[src/rtl/core/mmlt_ram.sv]
// Generic single-write, single-read RAM with registered read data.
`timescale 1ns / 1ps
module mmlt_ram #(
  parameter int WIDTH = 8,
  parameter int DEPTH = 16
) (
  input  logic                     clk_i,
  input  logic                     we_i,
  input  logic [$clog2(DEPTH)-1:0] waddr_i,
  input  logic [WIDTH-1:0]         wdata_i,
  input  logic [$clog2(DEPTH)-1:0] raddr_i,
  output logic [WIDTH-1:0]         rdata_o
);

  logic [WIDTH-1:0] mem [DEPTH];

  always_ff @(posedge clk_i) begin
    if (we_i) begin
      mem[waddr_i] <= wdata_i;
    end
    rdata_o <= mem[raddr_i];
  end

endmodule

[config.mk]
export PLATFORM = sky130hd
export DESIGN_NAME = mmlt_ram
export DESIGN_NICKNAME = d
export VERILOG_FILES = /design/src/rtl/core/mmlt_ram.sv
export SDC_FILE = /design/constraint.sdc
export NUM_CORES = 1
export LEC_CHECK = 0
export CELL_PAD_IN_SITES_DETAIL_PLACEMENT = 1
export CELL_PAD_IN_SITES_GLOBAL_PLACEMENT = 2
export CORE_ASPECT_RATIO = 0.8
export CORE_MARGIN = 5
export CORE_UTILIZATION = 52
export CTS_BUF_LIST = sky130_fd_sc_hd__clkbuf_8
export DETAILED_ROUTE_END_ITERATION = 16
export DONT_BUFFER_PORTS = 1
export GPL_TIMING_DRIVEN = 0
export MAX_ROUTING_LAYER = met4
export PLACE_DENSITY_LB_ADDON = 0.1
export SYNTH_ARGS = -nofsm -noshare
export SYNTH_HDL_FRONTEND = slang
export SYNTH_SLANG_ARGS = --single-unit
[constraint.sdc]
create_clock -name clk_i -period 3 [get_ports clk_i]
set_clock_uncertainty 0.15 [all_clocks]
set_input_delay 0.9 -clock clk_i [delete_from_list [all_inputs] [get_ports clk_i]]
set_output_delay 0.9 -clock clk_i [all_outputs]
set_load 0.02 [all_outputs]
* Word-level counts from Yosys, hierarchy flattened
Memory sizes are Yosys's and may differ from the RTL's. A register that Yosys moved wholly into a read port is not among the register bits.
Cells that the tools add are included.
** Word-level totals
- Word-level logic and storage cells :: 3
- Bits in latches :: 0
- Bits in writable memories :: 128
- Bits in registers :: 0
- Memories kept :: 1
- Memory bits (read-only) :: 0
** Operators by class
- Bitwise logic cells :: 0
- $lt $le $gt $ge :: 0
- $add $sub $neg :: 0
- Div/mod/pow operators :: 0
- Reductions and logical operators :: 0
- Muxes and demuxes :: 2
- Shifts and indexed selects :: 0
- Equal/unequal tests :: 0
- Multipliers :: 0
** Memory list
- mem :: depth 16, width 8, read ports 1, clocked after memory_dff 1, write ports 1, line 15 : logic [WIDTH-1:0] mem [DEPTH];
** Operators with widths (count)
- 1-bit 2-to-1 mux :: 2

* Depth between registers and ports, before layout
Gate-level depths: netlist of run 1.
- Depth in word-level cells :: 2
- Mapped depth :: 5
- Depth with buffers taken out :: 3

* Worst setup path after synthesis of run 1
OpenSTA, ideal clock, no wires.
- Kind :: in2reg
- Start point :: input port waddr_i[2]
- End point :: memory mem[0][0] (enable)
- Path slack :: 457 ps
- Stages :: 2
- Arrival time :: 2010 ps
- Cell sequence :: or3b_2 > nor3_1
** RTL lines
- start: declaration :: line 9 : input logic [$clog2(DEPTH)-1:0] waddr_i,
- end: declaration :: line 15
No word-level cell before the write port.

* Worst setup path after layout of run 1
- Start point :: input port waddr_i[2]
- End point :: memory mem[2][1] (enable)
No word-level cell before the write port.

==> flow_summary.json, run 1 <==
{
  "status": "completed",
  "io_pins": 26,
  "wl_um": 10400,
  "worstSetupPathType": "primary input to flip-flop",
  "via_per_inst": 5.85,
  "ir_worst_vdd_mv": 0.345,
  "firstDrtPassIters": 5,
  "antenna_found_initial": 0,
  "cts_resized": 0,
  "synth_common_cells": "128 x edfxtp_1, 18 x mux4_2, 16 x a22oi_1",
  "cts-hold-fix-buffers": 0,
  "cts_inserted_buffers": 17,
  "first_global_vias": 2576,
  "drc": 0,
  "die-area_um2": 12000,
  "hp-start": "wdata_i[7]",
  "critPathBufInv": 0,
  "postPlaceCellArea_um2": 5320,
  "regArea_um2": 4000,
  "insertion_delay_ns": 0.43,
  "required_ns": 2.90,
  "ctsRootBufferMaster": "clkbuf_8",
  "max_stage_delay_ns": 0.78,
  "reg2reg_from": "mem[1][5]",
  "synth-edff-count": 128,
  "placementRows": 32,
  "diodes": 0,
  "clk_pin_slew_worst_paths_ns": 0.07,
  "ys_async_sr_fraction_pct": 0,
  "start_util_pct": 53.3,
  "synth_flop_cell": "edfxtp_1",
  "syn-cell-area_um2": 5150,
  "slew_viol_final": 0,
  "power_mw": 3.99,
  "grt_overflow_total": 0,
  "ys_ff_latch": 136,
  "nNetsFinal": 266,
  "drv_cap": 0,
  "final_antenna_net_count": 0,
  "setup_ws_ns": 0.696,
  "cp-startpoint": "waddr_i[2]",
  "die_h_um": 99.0,
  "hold_viol": 0,
  "finalCoreUtilization_pct": 60.0,
  "critPathTopFamily": "simple AND/OR/NAND/NOR gates",
  "clockBufferDepth": 2,
  "cts_setup_buffers": 0,
  "fillerInstances": 792,
  "yosysTopAreaCell": "edfxtp_1",
  "synth_top_area_share_pct": 74.7,
  "cp.arrival_ns": 2.20,
  "dr.first_iter.drc_count": 178,
  "pre_cts_slack_ns": 0.235,
  "die_w_um": 121,
  "ys_seq_area_share_pct": 77.8,
  "yosysWarnings": 0,
  "holdCritPathClass": "primary input to flip-flop",
  "cts_max_level": 4,
  "cellPowerDensity_nw_per_um2": 689,
  "design_area_um2": 5790,
  "fmax_mhz": 434,
  "avgSynthCellArea_um2": 22.5,
  "io_buffers": 0,
  "cts_sinks": 136,
  "dp_hpwl_um": 6750,
  "cpMaxStageDelayCell": "nor2_1",
  "cp_cell_sequence": "or3b_2 -> nor2_1",
  "synth_most_common_cell": "edfxtp_1",
  "critPathCaptureType": "flip-flop",
  "syn-num-nets": 247,
  "ys_top_cells_by_area": "edfxtp_1 75%, mux4_2 7.9%, mux4_1 7.1%",
  "rsz0062_at_grt": "false",
  "wl_per_cell_um": 26.2,
  "worstMarginPinSlew_ns": 1.31,
  "max_slew_margin_pct": 12.2,
  "cp_max_fo": 8,
  "setup_viol": 0,
  "setup_tns_ns": 0,
  "multi_input_area_um2": 1070,
  "grt_start_max_net_pins": 17,
  "synth_cell_types": 19,
  "post-route-period-util_pct": 76.8,
  "grt_pass1_wl_um": 16100,
  "p_leak_nw": 1.89,
  "layout_min_cycle_time_ns": 2.30,
  "grtUsageTotal_pct": 19.8,
  "synthCells": 229,
  "vias": 2323,
  "cp-start-kind": "primary input",
  "drive_gt1_share_pct": 23.0,
  "syn2layout_area_growth_pct": 12.4,
  "core_um2": 9650,
  "cts_tree": "done",
  "gp_congestion": 0.743
}
## power breakdown
group / internal, mW / switching (mW)
combinational: 0.0686 / 0.0746
sequential: 2.12 / 0.0294
clock: 1.04 / 0.649
total: 3.23 / 0.753
## kinds of logic after synthesis
group | Yosys count | synth area share, %
flops | 136 | 77.8
simple gates | 35 | 3.18
mux | 32 | 15.0
compound gates | 16 | 2.33
buf+inv | 10 | 1.68
## final cells by class
class	count	area share [%]
clock inverters	12	3.11
multi-input cells	83	18.5
well taps	136	2.94
flip-flops and latches	136	69.2
plain buffers	10	1.49
clock buffers	20	4.76
## registers in the layout (all words and copies together) (netlist names)
| register | count |
|---|---|
| rdata_o | 8 |
| mem | 128 |
## layout by cell type, fill, tap and decap left out, drive strengths merged
cell type,synthesis,layout
clkdlybuf4s25,3,3
inv,0,3
dfxtp,8,8
mux4,32,32
nand2,9,9
buf,7,7
edfxtp,128,128
nand3b,2,2
nand2b,2,2
nor2b,1,1
or3b,1,1
and2b,1,1
nor3,4,4
clkbuf,0,20
and2,1,1
bufinv,0,5
nand3,1,1
a22oi,16,16
nor2,13,13
clkinv,0,4
## layer usage
layer / track usage (%) / wire [um] / share of wire [%] / up-vias
met5: - / 0 / 0 / -
met4: 4.48 / 48 / 0.46 / 0
met3: 7.00 / 607 / 5.8 / 4
met2: 30.2 / 5280 / 51 / 73
met1: 26.0 / 4450 / 43 / 1237
li1: - / - / - / 1009
## path summary, 6_finish.rpt
check / cells after the start / slack, ns / to
setup / recovery: 2 / 0.70 / mem[2][1]
hold / removal: 0 / 0.41 / mem[9][7]
setup reg to reg: 3 / 1.48 / rdata_o[5]
hold reg to reg: 3 / 0.54 / rdata_o[6]
## through the flow
step | instances | hold slack [ns]
6_report | 397 | 0.413
5_1_grt | 397 | 0.367
4_1_cts | 397 | 0.392
3_5_place_dp | 365 | 0.532
3_3_place_gp | 365 | 0.504
2_1_floorplan | 229 | 0.479
Power figures use the tool's default switching activity.
==> run 2: changes to the inputs <==
--- a/config.mk
+++ b/config.mk
@@ -5,11 +5,12 @@
 export SDC_FILE = /design/constraint.sdc
 export NUM_CORES = 1
 export LEC_CHECK = 0
+export ABC_AREA = 1
 export CELL_PAD_IN_SITES_DETAIL_PLACEMENT = 1
 export CELL_PAD_IN_SITES_GLOBAL_PLACEMENT = 2
 export CORE_ASPECT_RATIO = 0.8
 export CORE_MARGIN = 5
-export CORE_UTILIZATION = 52
+export CORE_UTILIZATION = 44
 export CTS_BUF_LIST = sky130_fd_sc_hd__clkbuf_8
 export DETAILED_ROUTE_END_ITERATION = 16
 export DONT_BUFFER_PORTS = 1
==> constraint.sdc (replaced) <==
create_clock -name clk_i -period 2.3 [get_ports clk_i]
set_clock_uncertainty 0.15 [all_clocks]
set_input_delay 0.69 -clock clk_i [delete_from_list [all_inputs] [get_ports clk_i]]
set_output_delay 0.69 -clock clk_i [all_outputs]
set_load 0.02 [all_outputs]
==> run 2 against run 1 <==
Compared with the run above:
- die area up 29%
- critical path depth unchanged
- setup slack worse by 0.27 ns
- clock-buffer cell count down 3
==> flow_summary.json, run 2 <==
{
  "status": "completed",
  "max_stage_delay_ns": 0.85,
  "p_comb_share_pct": 6.5,
  "cts-hold-fix-buffers": 0,
  "critPathCaptureType": "flip-flop",
  "layout_common_cells": "173 x nand2_1, 128 x edfxtp_1, 104 x inv_1, 97 x nand3_1",
  "p_switching_mw": 1.13,
  "cp-start-kind": "primary input",
  "clk_pin_slew_worst_paths_ns": 0.07,
  "multi_input_area_um2": 1210,
  "grt_overflow_total": 0,
  "pwr-share-clk_pct": 33.8,
  "synth_top_area_share_pct": 66.7,
  "firstDrtPassIters": 5,
  "yosysWarnings": 0,
  "ys_async_sr_fraction_pct": 0,
  "synth_flop_cell": "edfxtp_1",
  "synth_most_common_cell": "nand2_1",
  "p_sw_share_pct": 24.2,
  "hp-start": "wdata_i[4]",
  "cts_max_level": 4,
  "clockBufferDepth": 2,
  "synth-edff-count": 128,
  "cp_cell_sequence": "nand3b_1 -> nor2_1",
  "cp.arrival_ns": 1.79,
  "antenna_found_initial": 0,
  "nNetsFinal": 588,
  "fmax_mhz": 533,
  "max_slew_margin_pct": 29.4,
  "cts_tree": "done",
  "ys_ff_latch": 136,
  "grt_start_max_net_pins": 17,
  "final_antenna_net_count": 0,
  "ctsRootBufferMaster": "clkbuf_8",
  "setup_tns_ns": 0,
  "grt_pass1_wl_um": 24200,
  "design_area_um2": 6290,
  "fillerInstances": 1456,
  "cellPowerDensity_nw_per_um2": 746,
  "post-route-period-util_pct": 81.5,
  "hold_viol": 0,
  "p_seq_share_pct": 59.8,
  "rsz0062_at_grt": "false",
  "drv_cap": 0,
  "cts_setup_buffers": 0,
  "layout_min_cycle_time_ns": 1.88,
  "io_buffers": 0,
  "cpMaxStageDelayCell": "nor2_1",
  "critPathBufInv": 0,
  "ir_worst_vdd_mv": 0.400,
  "wl_per_cell_um": 21.2,
  "syn-num-nets": 569,
  "largest_reg_flops": 128,
  "grtUsageTotal_pct": 22.8,
  "ys_top_cells_by_area": "edfxtp_1 67%, nand2_1 11%, nand3_1 8.4%",
  "layout_commonest_cell": "nand2_1",
  "setup_viol": 0,
  "dr.first_iter.drc_count": 356,
  "synth_cell_types": 12,
  "reg2regPathDepth": 6,
  "cts_inserted_buffers": 17,
  "cts_sinks": 136,
  "required_ns": 2.21,
  "die_h_um": 112,
  "placementRows": 37,
  "drc": 0,
  "core_um2": 12900,
  "p_int_mw": 3.56,
  "yosysTopAreaCell": "edfxtp_1",
  "wl_um": 16000,
  "reg2reg_to": "rdata_o[4]",
  "via_per_inst": 5.05,
  "rrSetupSlack_ns": 1.09,
  "die-area_um2": 15500,
  "gp_congestion": 0.815,
  "syn-cell-area_um2": 5770,
  "synth_common_cells": "173 x nand2_1, 128 x edfxtp_1, 100 x inv_1",
  "min_to": "mem[11][4]",
  "start_util_pct": 44.8,
  "worstMarginPinSlew_ns": 1.06,
  "avgSynthCellArea_um2": 10.5,
  "regArea_um2": 4000,
  "slew_viol_final": 0,
  "first_global_vias": 3978,
  "critPathTopFamily": "simple AND/OR/NAND/NOR gates",
  "syn2layout_area_growth_pct": 9.13,
  "dp_hpwl_um": 10700,
  "largest-register": "mem",
  "hold_depth": 0,
  "vias": 3831,
  "io_pins": 26,
  "cp_max_fo": 8,
  "reg2reg_from": "mem[11][4]",
  "holdCritPathClass": "primary input to flip-flop",
  "insertion_delay_ns": 0.44,
  "postPlaceCellArea_um2": 5990,
  "p_leak_nw": 2.69,
  "drive_gt1_share_pct": 8.58,
  "top_regs": "mem x128, rdata_o x8",
  "synthCells": 551,
  "die_w_um": 138,
  "cts_resized": 0,
  "ys_seq_area_share_pct": 69.4,
  "worstSetupPathType": "primary input to flip-flop",
  "diodes": 0
}
-- run 2: layout make-up --
cell class / instances / area share [%]
multi-input combinational: 289 / 19.3
sequential: 136 / 63.6
buffer: 24 / 2.64
tap: 175 / 3.48
inverter: 102 / 6.08
clock inverter: 15 / 1.17
clock buffer: 17 / 3.72
-- run 2: through the flow --
stage / hold slack [ns] / setup WS (ns) / std cells / total power, mW / util (%)
after floorplan: 0.457 / 0.509 / 551 / 3.05 / -
after global placement: 0.508 / -0.00557 / 726 / 3.15 / 46.5
after detailed placement: 0.522 / -0.0678 / 726 / 3.16 / 46.5
after CTS: 0.165 / 0.410 / 758 / 4.72 / 48.9
after global routing: 0.144 / 0.367 / 758 / 4.90 / 48.9
final: 0.192 / 0.425 / 758 / 4.69 / 48.9
-- run 2: how the worst max path moves through the flow --
stage          startpoint    endpoint  slack, ns  depth (start not counted)
2_1_floorplan  waddr_i[2]  mem[10][0]       0.51                          2
3_3_place_gp   waddr_i[3]   mem[4][3]     -0.006                          2
3_5_place_dp   waddr_i[3]   mem[4][3]      -0.07                          2
4_1_cts        waddr_i[3]   mem[4][4]       0.41                          2
5_1_grt        waddr_i[3]   mem[4][4]       0.37                          2
6_report       waddr_i[3]   mem[4][5]       0.42                          2
-- run 2: routing by layer --
metal	track usage, %	share of wire (%)	vias up
met5	-	0	-
met1	33.3	48	1887
met2	31.9	44	115
li1	-	-	1810
met3	5.73	6.5	19
met4	6.12	1.6	0
-- run 2: cell families (layout without fill, tap and decap cells) --
| logic type | count (synthesis) | after routing | synth area share, % |
|---|---|---|---|
| simple gates | 289 | 289 | 21.0 |
| flops | 136 | 136 | 69.4 |
| buf+inv | 126 | 158 | 9.52 |
-- run 2: power groups by stage --
stage          logic, mW  clock network [mW]  registers, mW
2_1_floorplan      0.195                   0           2.86
3_3_place_gp       0.295                   0           2.86
3_5_place_dp       0.301                   0           2.86
4_1_cts            0.302                1.61           2.81
5_1_grt            0.334                1.75           2.81
6_report           0.303                1.58           2.81
